--- src/hw/rtl/bbc_pkg.sv ---
// Shared constants and types of the buffer cache.
// No dependencies; used by the top level, the checker and the testbench.
package bbc_pkg;

  localparam int unsigned DefBufferCount = 8;
  localparam int unsigned BlockBits      = 24;
  localparam int unsigned IndexBits      = 3;
  localparam int unsigned StatusBits     = 3;

  typedef enum logic [StatusBits-1:0] {
    StHit      = 3'd0,
    StMiss     = 3'd1,
    StBusy     = 3'd2,
    StNoFree   = 3'd3,
    StReleased = 3'd4,
    StNotBusy  = 3'd5
  } status_e;

  typedef enum logic {
    ModeRead    = 1'b0,
    ModeRelease = 1'b1
  } mode_e;

endpackage

--- src/hw/rtl/bbc_tag_ram.sv ---
// Tag store of the buffer cache: one write port, one registered read port.
// Depends on nothing but its parameters.
module bbc_tag_ram #(
  parameter int unsigned Depth = 8,
  parameter int unsigned Width = 24
) (
  input  logic                     clk_i,
  input  logic                     we_i,
  input  logic [$clog2(Depth)-1:0] waddr_i,
  input  logic [Width-1:0]         wdata_i,
  input  logic [$clog2(Depth)-1:0] raddr_i,
  output logic [Width-1:0]         rdata_o
);

  logic [Width-1:0] mem [Depth];
  logic [Width-1:0] rdata_q;

  always_ff @(posedge clk_i) begin
    if (we_i) begin
      mem[waddr_i] <= wdata_i;
    end
    rdata_q <= mem[raddr_i];
  end

  assign rdata_o = rdata_q;

endmodule

--- src/hw/rtl/block_buffer_cache.sv ---
// Buffer cache top level: tag search, free-list order and result register.
// Depends on bbc_pkg and bbc_tag_ram.
//
//  Channel | Handshake                  | Payload
//  --------+----------------------------+----------------------------
//  in      | in_valid_i / in_stall_o    | mode_i, block_number_i
//  out     | out_valid_o / out_stall_i  | status_o, buffer_index_o
//
// The sequencer walks the tag RAM one slot per cycle through its single read
// port, then commits. Input stall is high from acceptance until commit.
// The commit waits while the result register still holds an unaccepted item.
// Reset empties every buffer and orders the free list by slot number.
module block_buffer_cache #(
  parameter int unsigned BUFFER_COUNT = bbc_pkg::DefBufferCount
) (
  input  logic                           clk_i,
  input  logic                           rst_ni,
  input  logic                           in_valid_i,
  output logic                           in_stall_o,
  input  logic                           mode_i,
  input  logic [bbc_pkg::BlockBits-1:0]  block_number_i,
  output logic                           out_valid_o,
  input  logic                           out_stall_i,
  output logic [bbc_pkg::StatusBits-1:0] status_o,
  output logic [bbc_pkg::IndexBits-1:0]  buffer_index_o
);

  localparam int unsigned SlotW = $clog2(BUFFER_COUNT);
  localparam int unsigned ExtW  = SlotW + bbc_pkg::IndexBits;

  typedef enum logic [1:0] {
    SIdle,
    SSearch,
    SCommit
  } state_e;

  state_e                          state_q;
  logic [SlotW-1:0]                cnt_q;
  logic                            hit_found_q, hit_locked_q, hit_valid_q;
  logic [SlotW-1:0]                hit_slot_q, hit_rank_q;
  logic                            cand_found_q;
  logic [SlotW-1:0]                cand_slot_q, cand_rank_q;
  logic [BUFFER_COUNT-1:0]         present_q, locked_q, valid_q;
  logic [SlotW-1:0]                rank_q [BUFFER_COUNT];
  logic                            out_valid_q;
  bbc_pkg::status_e                status_q;
  logic [bbc_pkg::IndexBits-1:0]   index_q;

  // Item payload, captured at acceptance.
  bbc_pkg::mode_e                  mode_q;
  logic [bbc_pkg::BlockBits-1:0]   blk_q;

  logic [SlotW-1:0]                raddr;
  logic [bbc_pkg::BlockBits-1:0]   tag_rdata;
  logic                            in_accept, last_slot, tag_match, better_cand;
  logic                            commit_go;
  logic                            do_lock, do_fill, do_release, keep_idx;
  bbc_pkg::status_e                res_status;
  logic [SlotW-1:0]                act_slot;
  logic [ExtW-1:0]                 act_slot_ext;

  assign in_stall_o = (state_q != SIdle);
  assign in_accept  = in_valid_i && !in_stall_o;
  assign last_slot  = (cnt_q == SlotW'(BUFFER_COUNT - 1));

  // The RAM output is registered, so prefetch the next slot.
  assign raddr = (state_q == SIdle) ? '0 : SlotW'(cnt_q + 1'b1);

  bbc_tag_ram #(
    .Depth (BUFFER_COUNT),
    .Width (bbc_pkg::BlockBits)
  ) u_tag_ram (
    .clk_i   (clk_i),
    .we_i    (commit_go && do_fill),
    .waddr_i (act_slot),
    .wdata_i (blk_q),
    .raddr_i (raddr),
    .rdata_o (tag_rdata)
  );

  // A never-tagged buffer matches nothing, so the RAM's content is ignored
  // until its present bit is set.
  assign tag_match   = present_q[cnt_q] && (tag_rdata == blk_q);
  assign better_cand = !locked_q[cnt_q] &&
                       (!cand_found_q || (rank_q[cnt_q] < cand_rank_q));

  assign commit_go = (state_q == SCommit) && (!out_valid_q || !out_stall_i);

  always_comb begin
    res_status = bbc_pkg::StNotBusy;
    do_lock    = 1'b0;
    do_fill    = 1'b0;
    do_release = 1'b0;
    keep_idx   = 1'b0;
    if (mode_q == bbc_pkg::ModeRead) begin
      if (hit_found_q) begin
        if (hit_locked_q) begin
          res_status = bbc_pkg::StBusy;
        end else begin
          res_status = hit_valid_q ? bbc_pkg::StHit : bbc_pkg::StMiss;
          do_lock    = 1'b1;
          keep_idx   = 1'b1;
        end
      end else if (!cand_found_q) begin
        res_status = bbc_pkg::StNoFree;
      end else begin
        res_status = bbc_pkg::StMiss;
        do_lock    = 1'b1;
        do_fill    = 1'b1;
        keep_idx   = 1'b1;
      end
    end else if (hit_found_q && hit_locked_q) begin
      res_status = bbc_pkg::StReleased;
      do_release = 1'b1;
      keep_idx   = 1'b1;
    end
  end

  assign act_slot     = hit_found_q ? hit_slot_q : cand_slot_q;
  assign act_slot_ext = ExtW'(act_slot);

  always_ff @(posedge clk_i or negedge rst_ni) begin
    if (!rst_ni) begin
      state_q      <= SIdle;
      cnt_q        <= '0;
      hit_found_q  <= 1'b0;
      hit_locked_q <= 1'b0;
      hit_valid_q  <= 1'b0;
      hit_slot_q   <= '0;
      hit_rank_q   <= '0;
      cand_found_q <= 1'b0;
      cand_slot_q  <= '0;
      cand_rank_q  <= '0;
      present_q    <= '0;
      locked_q     <= '0;
      valid_q      <= '0;
      for (int i = 0; i < BUFFER_COUNT; i++) begin
        rank_q[i] <= SlotW'(i);
      end
      out_valid_q  <= 1'b0;
      status_q     <= bbc_pkg::StHit;
      index_q      <= '0;
    end else begin
      if (out_valid_q && !out_stall_i && !commit_go) begin
        out_valid_q <= 1'b0;
      end
      case (state_q)
        SIdle: begin
          if (in_accept) begin
            state_q      <= SSearch;
            cnt_q        <= '0;
            hit_found_q  <= 1'b0;
            cand_found_q <= 1'b0;
          end
        end
        SSearch: begin
          if (tag_match && !hit_found_q) begin
            hit_found_q  <= 1'b1;
            hit_slot_q   <= cnt_q;
            hit_rank_q   <= rank_q[cnt_q];
            hit_locked_q <= locked_q[cnt_q];
            hit_valid_q  <= valid_q[cnt_q];
          end
          // The free buffer released longest ago carries the lowest rank.
          if (better_cand) begin
            cand_found_q <= 1'b1;
            cand_slot_q  <= cnt_q;
            cand_rank_q  <= rank_q[cnt_q];
          end
          if (last_slot) begin
            state_q <= SCommit;
          end else begin
            cnt_q <= SlotW'(cnt_q + 1'b1);
          end
        end
        SCommit: begin
          if (commit_go) begin
            state_q     <= SIdle;
            out_valid_q <= 1'b1;
            status_q    <= res_status;
            index_q     <= keep_idx ? act_slot_ext[bbc_pkg::IndexBits-1:0] : '0;
            if (do_lock) begin
              locked_q[act_slot] <= 1'b1;
              valid_q[act_slot]  <= 1'b1;
            end
            if (do_fill) begin
              present_q[act_slot] <= 1'b1;
            end
            if (do_release) begin
              locked_q[hit_slot_q] <= 1'b0;
              // Move the released buffer to the young end of the order.
              for (int j = 0; j < BUFFER_COUNT; j++) begin
                if (SlotW'(j) == hit_slot_q) begin
                  rank_q[j] <= SlotW'(BUFFER_COUNT - 1);
                end else if (rank_q[j] > hit_rank_q) begin
                  rank_q[j] <= SlotW'(rank_q[j] - 1'b1);
                end
              end
            end
          end
        end
        default: begin
          state_q <= SIdle;
        end
      endcase
    end
  end

  always_ff @(posedge clk_i) begin
    if (in_accept) begin
      mode_q <= bbc_pkg::mode_e'(mode_i);
      blk_q  <= block_number_i;
    end
  end

  assign out_valid_o    = out_valid_q;
  assign status_o       = status_q;
  assign buffer_index_o = index_q;

endmodule

--- config.mk ---
export PLATFORM = sky130hd
export DESIGN_NAME = block_buffer_cache
export DESIGN_NICKNAME = d
export VERILOG_FILES = /design/src/hw/rtl/bbc_pkg.sv /design/src/hw/rtl/bbc_tag_ram.sv /design/src/hw/rtl/block_buffer_cache.sv
export SDC_FILE = /design/constraint.sdc
export NUM_CORES = 1
export LEC_CHECK = 0
export BUFFER_PORTS_ARGS = -buffer_cell sky130_fd_sc_hd__buf_2
export CAP_MARGIN = 20
export CELL_PAD_IN_SITES_DETAIL_PLACEMENT = 1
export CELL_PAD_IN_SITES_GLOBAL_PLACEMENT = 1
export CORE_UTILIZATION = 40
export DETAILED_ROUTE_END_ITERATION = 7
export PLACE_DENSITY_LB_ADDON = 0.1
export SLEW_MARGIN = 15
export SYNTH_ARGS = -nofsm -noshare
export SYNTH_HDL_FRONTEND = slang
export SYNTH_SLANG_ARGS = --single-unit
--- constraint.sdc ---
create_clock -name clk_i -period 8.75 [get_ports clk_i]
set_clock_uncertainty 0.1 [all_clocks]
set_input_delay 1.75 -clock clk_i [delete_from_list [all_inputs] [get_ports clk_i]]
set_output_delay 1.75 -clock clk_i [all_outputs]
set_load 0.01 [all_outputs]
==> metrics <==
I/O pin count=37; post-placement cell area=14,000 um^2; # setup viols final=0; max cap viols=0; wl on met1=15,300 um; die width=184 um; Inserted Diodes=0; Post-synth EDFFs=217; design area=15,200 um^2; Post-Synth Adder-Cell Area=3.39%; Max VDD drop=0.170 mV; CTS root buffer=clkbuf_16; Pint=3.17 mW; Min Clock Period, post-route=4.28 ns; Setup CP Type=reg -> reg; Buffers on Ports=36; sequential fraction of the synthesis area=67.1%; hold path startpoint=valid_q[1]; reg2reg start=cnt_q[0]; Post-Synthesis Net Count=982; Synth Instances=917; antenna-violating nets left=0; initial antenna violation count=0; Leak=5.76 nW; final slew viol count=0; setup TNS=0 ns; Synth warnings=0; GR Overflow Total=0; synthesis-to-layout area growth=14.2%; multiplexer share of the synthesized area=9.71%; drt via density=5.27; number of global-route vias before repair=7,981; clock-pin transition on the worst setup and hold timing paths=0.06 ns; synthesis-stage register bit count=317; CTS resizes=0; min-delay worst type=reg -> reg; CTS Hold Bufs=0; Crit. Startpoint=cnt_q[0]; Synth top area share=49.0%; Critical Path AT=4.57 ns; H-tree Lvls=2; routability cong.=0.728; Total Routing Usage GR=18.8%; CTS tree=built; Tot Pwr=4.61 mW; largest net degree at the start of global routing=57; simple-gate share of the synthesized area=7.79%; first-pass GRT wire length=47,900 um; compound-gate portion of the synthesized area=7.13%; status=completed; CP required=9.04 ns; top post-synthesis cells by area=edfxtp_1, dfrtp_1, mux4_2; fmax=233 MHz; Clock Sinks=317; Rel. slew slack=31.3%; DPL Wire Length=19,100 um; Cell Pwr Density=304 nW/um^2; WL per Instance=21.1 um; met2 wire len=13,200 um; Rows=66; Critical Path Fanout Max=56; area leader, netlist=edfxtp_1; Post-CTS Setup Repair Bufs=0; die area=34,000 um^2; top sig layer=met4; final hold vios=0; DRT Pass-1 Iters=6; Total Nets Final=1,032; NetSw=1.44 mW; post-synthesis xor/xnor area fraction=2.24%; Placeable Area=32,600 um^2; share of layout cells above drive strength 1=19.4%; Syn Area/Cell=14.5 um^2; Distinct cells, synth=52; Async SR Flop Fraction=24.0%; Die H=184 um; element type at the critical path end=flip-flop; maximum buffer depth of the clock tree=3; post-route clock period utilization=48.9%; total wire length=30,300 um; metal3 WL=1280 um; Clock power frac=31.8%; synthesized cell area=13,300 um^2; routed via count=7,580; final hold slack=0.363 ns; Worst setup SP type=flip-flop; Worst Tran Pin Value=1.03 ns; Initial Utilization=40.7%; Worst-Skew Late Latency=0.51 ns; Logic pwr share=27.0%; violation count after the first detailed-routing iteration=434; CTS Buf Count=37; largest family of logic cells by synthesized area=multiplexers; Sw Ratio=31.2%; sequential power share=41.2%; top_reg_cell synth=edfxtp_1; RSZ-0062 raised after global routing=false; DRC violations left=0
[cell usage after synthesis (2+ instances only)]
library cell	instances
edfxtp_1	217
nand2_1	92
dfrtp_1	64
inv_1	55
o21ai_0	43
ha_1	36
a21oi_1	34
mux4_2	33
mux2i_1	28
nor3_1	26
xor2_1	26
dfxtp_1	24
o221ai_1	24
clkbuf_1	22
nor2_1	21
mux2_2	19
or2_2	16
and3_1	12
dfstp_2	12
nor2b_1	12
o21a_1	11
nand2b_1	10
o211ai_1	10
xnor2_1	8
a211oi_1	6
buf_1	6
nand3_1	5
nor4_1	5
or4_1	4
a22o_1	3
a22oi_1	3
and2_1	3
buf_2	3
a21o_1	2
buf_4	2
mux4_1	2
nand4_1	2
o2111ai_1	2
[stage by stage]
stage	cells	util, %	setup slack (ns)
6_report	1437	46.5	4.47
5_1_grt	1437	46.5	4.20
4_1_cts	1437	46.5	4.45
3_5_place_dp	1370	43.0	4.42
3_3_place_gp	1370	43.0	4.50
2_1_floorplan	917	-	4.60
[cell families after synthesis]
kind of cell             after synthesis
flip-flops                           317
AND/OR/NAND/NOR                      213
AO/OA/AOI/OAI                        145
buffers and inverters                 90
multiplexers                          82
adder cells (fa/ha/maj)               36
XOR/XNOR                              34
[worst max-delay path, cell delays in order (launching register included)]
cell     delay [ns]
dfrtp_4        0.73
buf_4          0.71
mux4_2         0.58
o21ai_0        0.40
ha_1           0.33
o21a_1         0.20
o221a_4        0.27
nor3_4         0.37
mux2_2         0.39
[state kept, by name (all words and copies together) (netlist names)]
register / cells
locked_q: 8
out_valid_o: 1
mode_q: 1
blk_q: 24
hit_found_q: 1
present_q: 8
status_o: 3
hit_rank_q: 3
hit_valid_q: 1
state_q: 2
cand_slot_q: 3
cand_rank_q: 3
u_tag_ram.rdata_o: 24
rank_q: 24
valid_q: 8
buffer_index_o: 3
hit_locked_q: 1
u_tag_ram.mem: 192
hit_slot_q: 3
cand_found_q: 1
cnt_q: 3
[layout by cell type, fill, tap and decap left out, types with 3 or more instances in the layout]
master     synthesis  routed
edfxtp_1         217     217
nand2_1           92      92
dfrtp_1           64      63
inv_1             55      55
o21ai_0           43      43
clkbuf_16          0      37
ha_1              36      36
buf_2              3      35
a21oi_1           34      34
mux4_2            33      33
mux2i_1           28      28
nor3_1            26      26
xor2_1            26      26
o221ai_1          24      24
dfxtp_1           24      24
mux2_2            19      19
or2_2             16      16
nor2b_1           12      12
nor2_1            21      12
and3_1            12      12
clkbuf_1          22      12
dfstp_2           12      12
o21a_1            11      11
o211ai_1          10      10
buf_4              2      10
nand2b_1          10       9
nor2_4             0       8
xnor2_1            8       8
a211oi_1           6       6
clkinv_2           0       6
nand3_1            5       5
nor4_1             5       5
clkbuf_8           0       5
or4_1              4       4
clkinv_1           1       3
a22oi_1            3       3
a22o_1             3       3
[layout make-up]
cell class	instances	area (um^2)
flip-flops and latches	317	8920
inverters	56	210
well taps	442	553
clock inverters	13	124
clock buffers	54	1040
repair buffers	45	250
fillers	3219	17400
multi-input cells	510	4090
[path summary, 6_finish.rpt]
kind,slack (ns),endpoint,cells past startpoint
setup / recovery,4.47,cand_slot_q[1],8
hold / removal,0.36,valid_q[1],1
setup reg to reg,4.47,cand_slot_q[1],8
hold reg to reg,0.36,valid_q[1],1
max in group asynchronous,6.40,cnt_q[0],2
min in group asynchronous,1.03,rank_q[15],1
[routing by layer]
| layer | vias up | global-route usage (%) |
|---|---|---|
| met1 | 3886 | 28.5 |
| met5 | - | 0 |
| li1 | 3533 | - |
| met3 | 40 | 2.55 |
| met2 | 121 | 28.5 |
| met4 | 0 | 4.40 |
[power by group through the flow]
| stage | Combinational [mW] | Clock (mW) | Sequential, mW |
|---|---|---|---|
| 2_1_floorplan | 0.943 | 0 | 1.86 |
| 3_3_place_gp | 1.25 | 0 | 1.93 |
| 3_5_place_dp | 1.27 | 0 | 1.93 |
| 4_1_cts | 1.27 | 1.51 | 1.91 |
| 5_1_grt | 1.39 | 1.57 | 1.93 |
| 6_report | 1.24 | 1.47 | 1.90 |
Power figures use the tool's default switching activity.
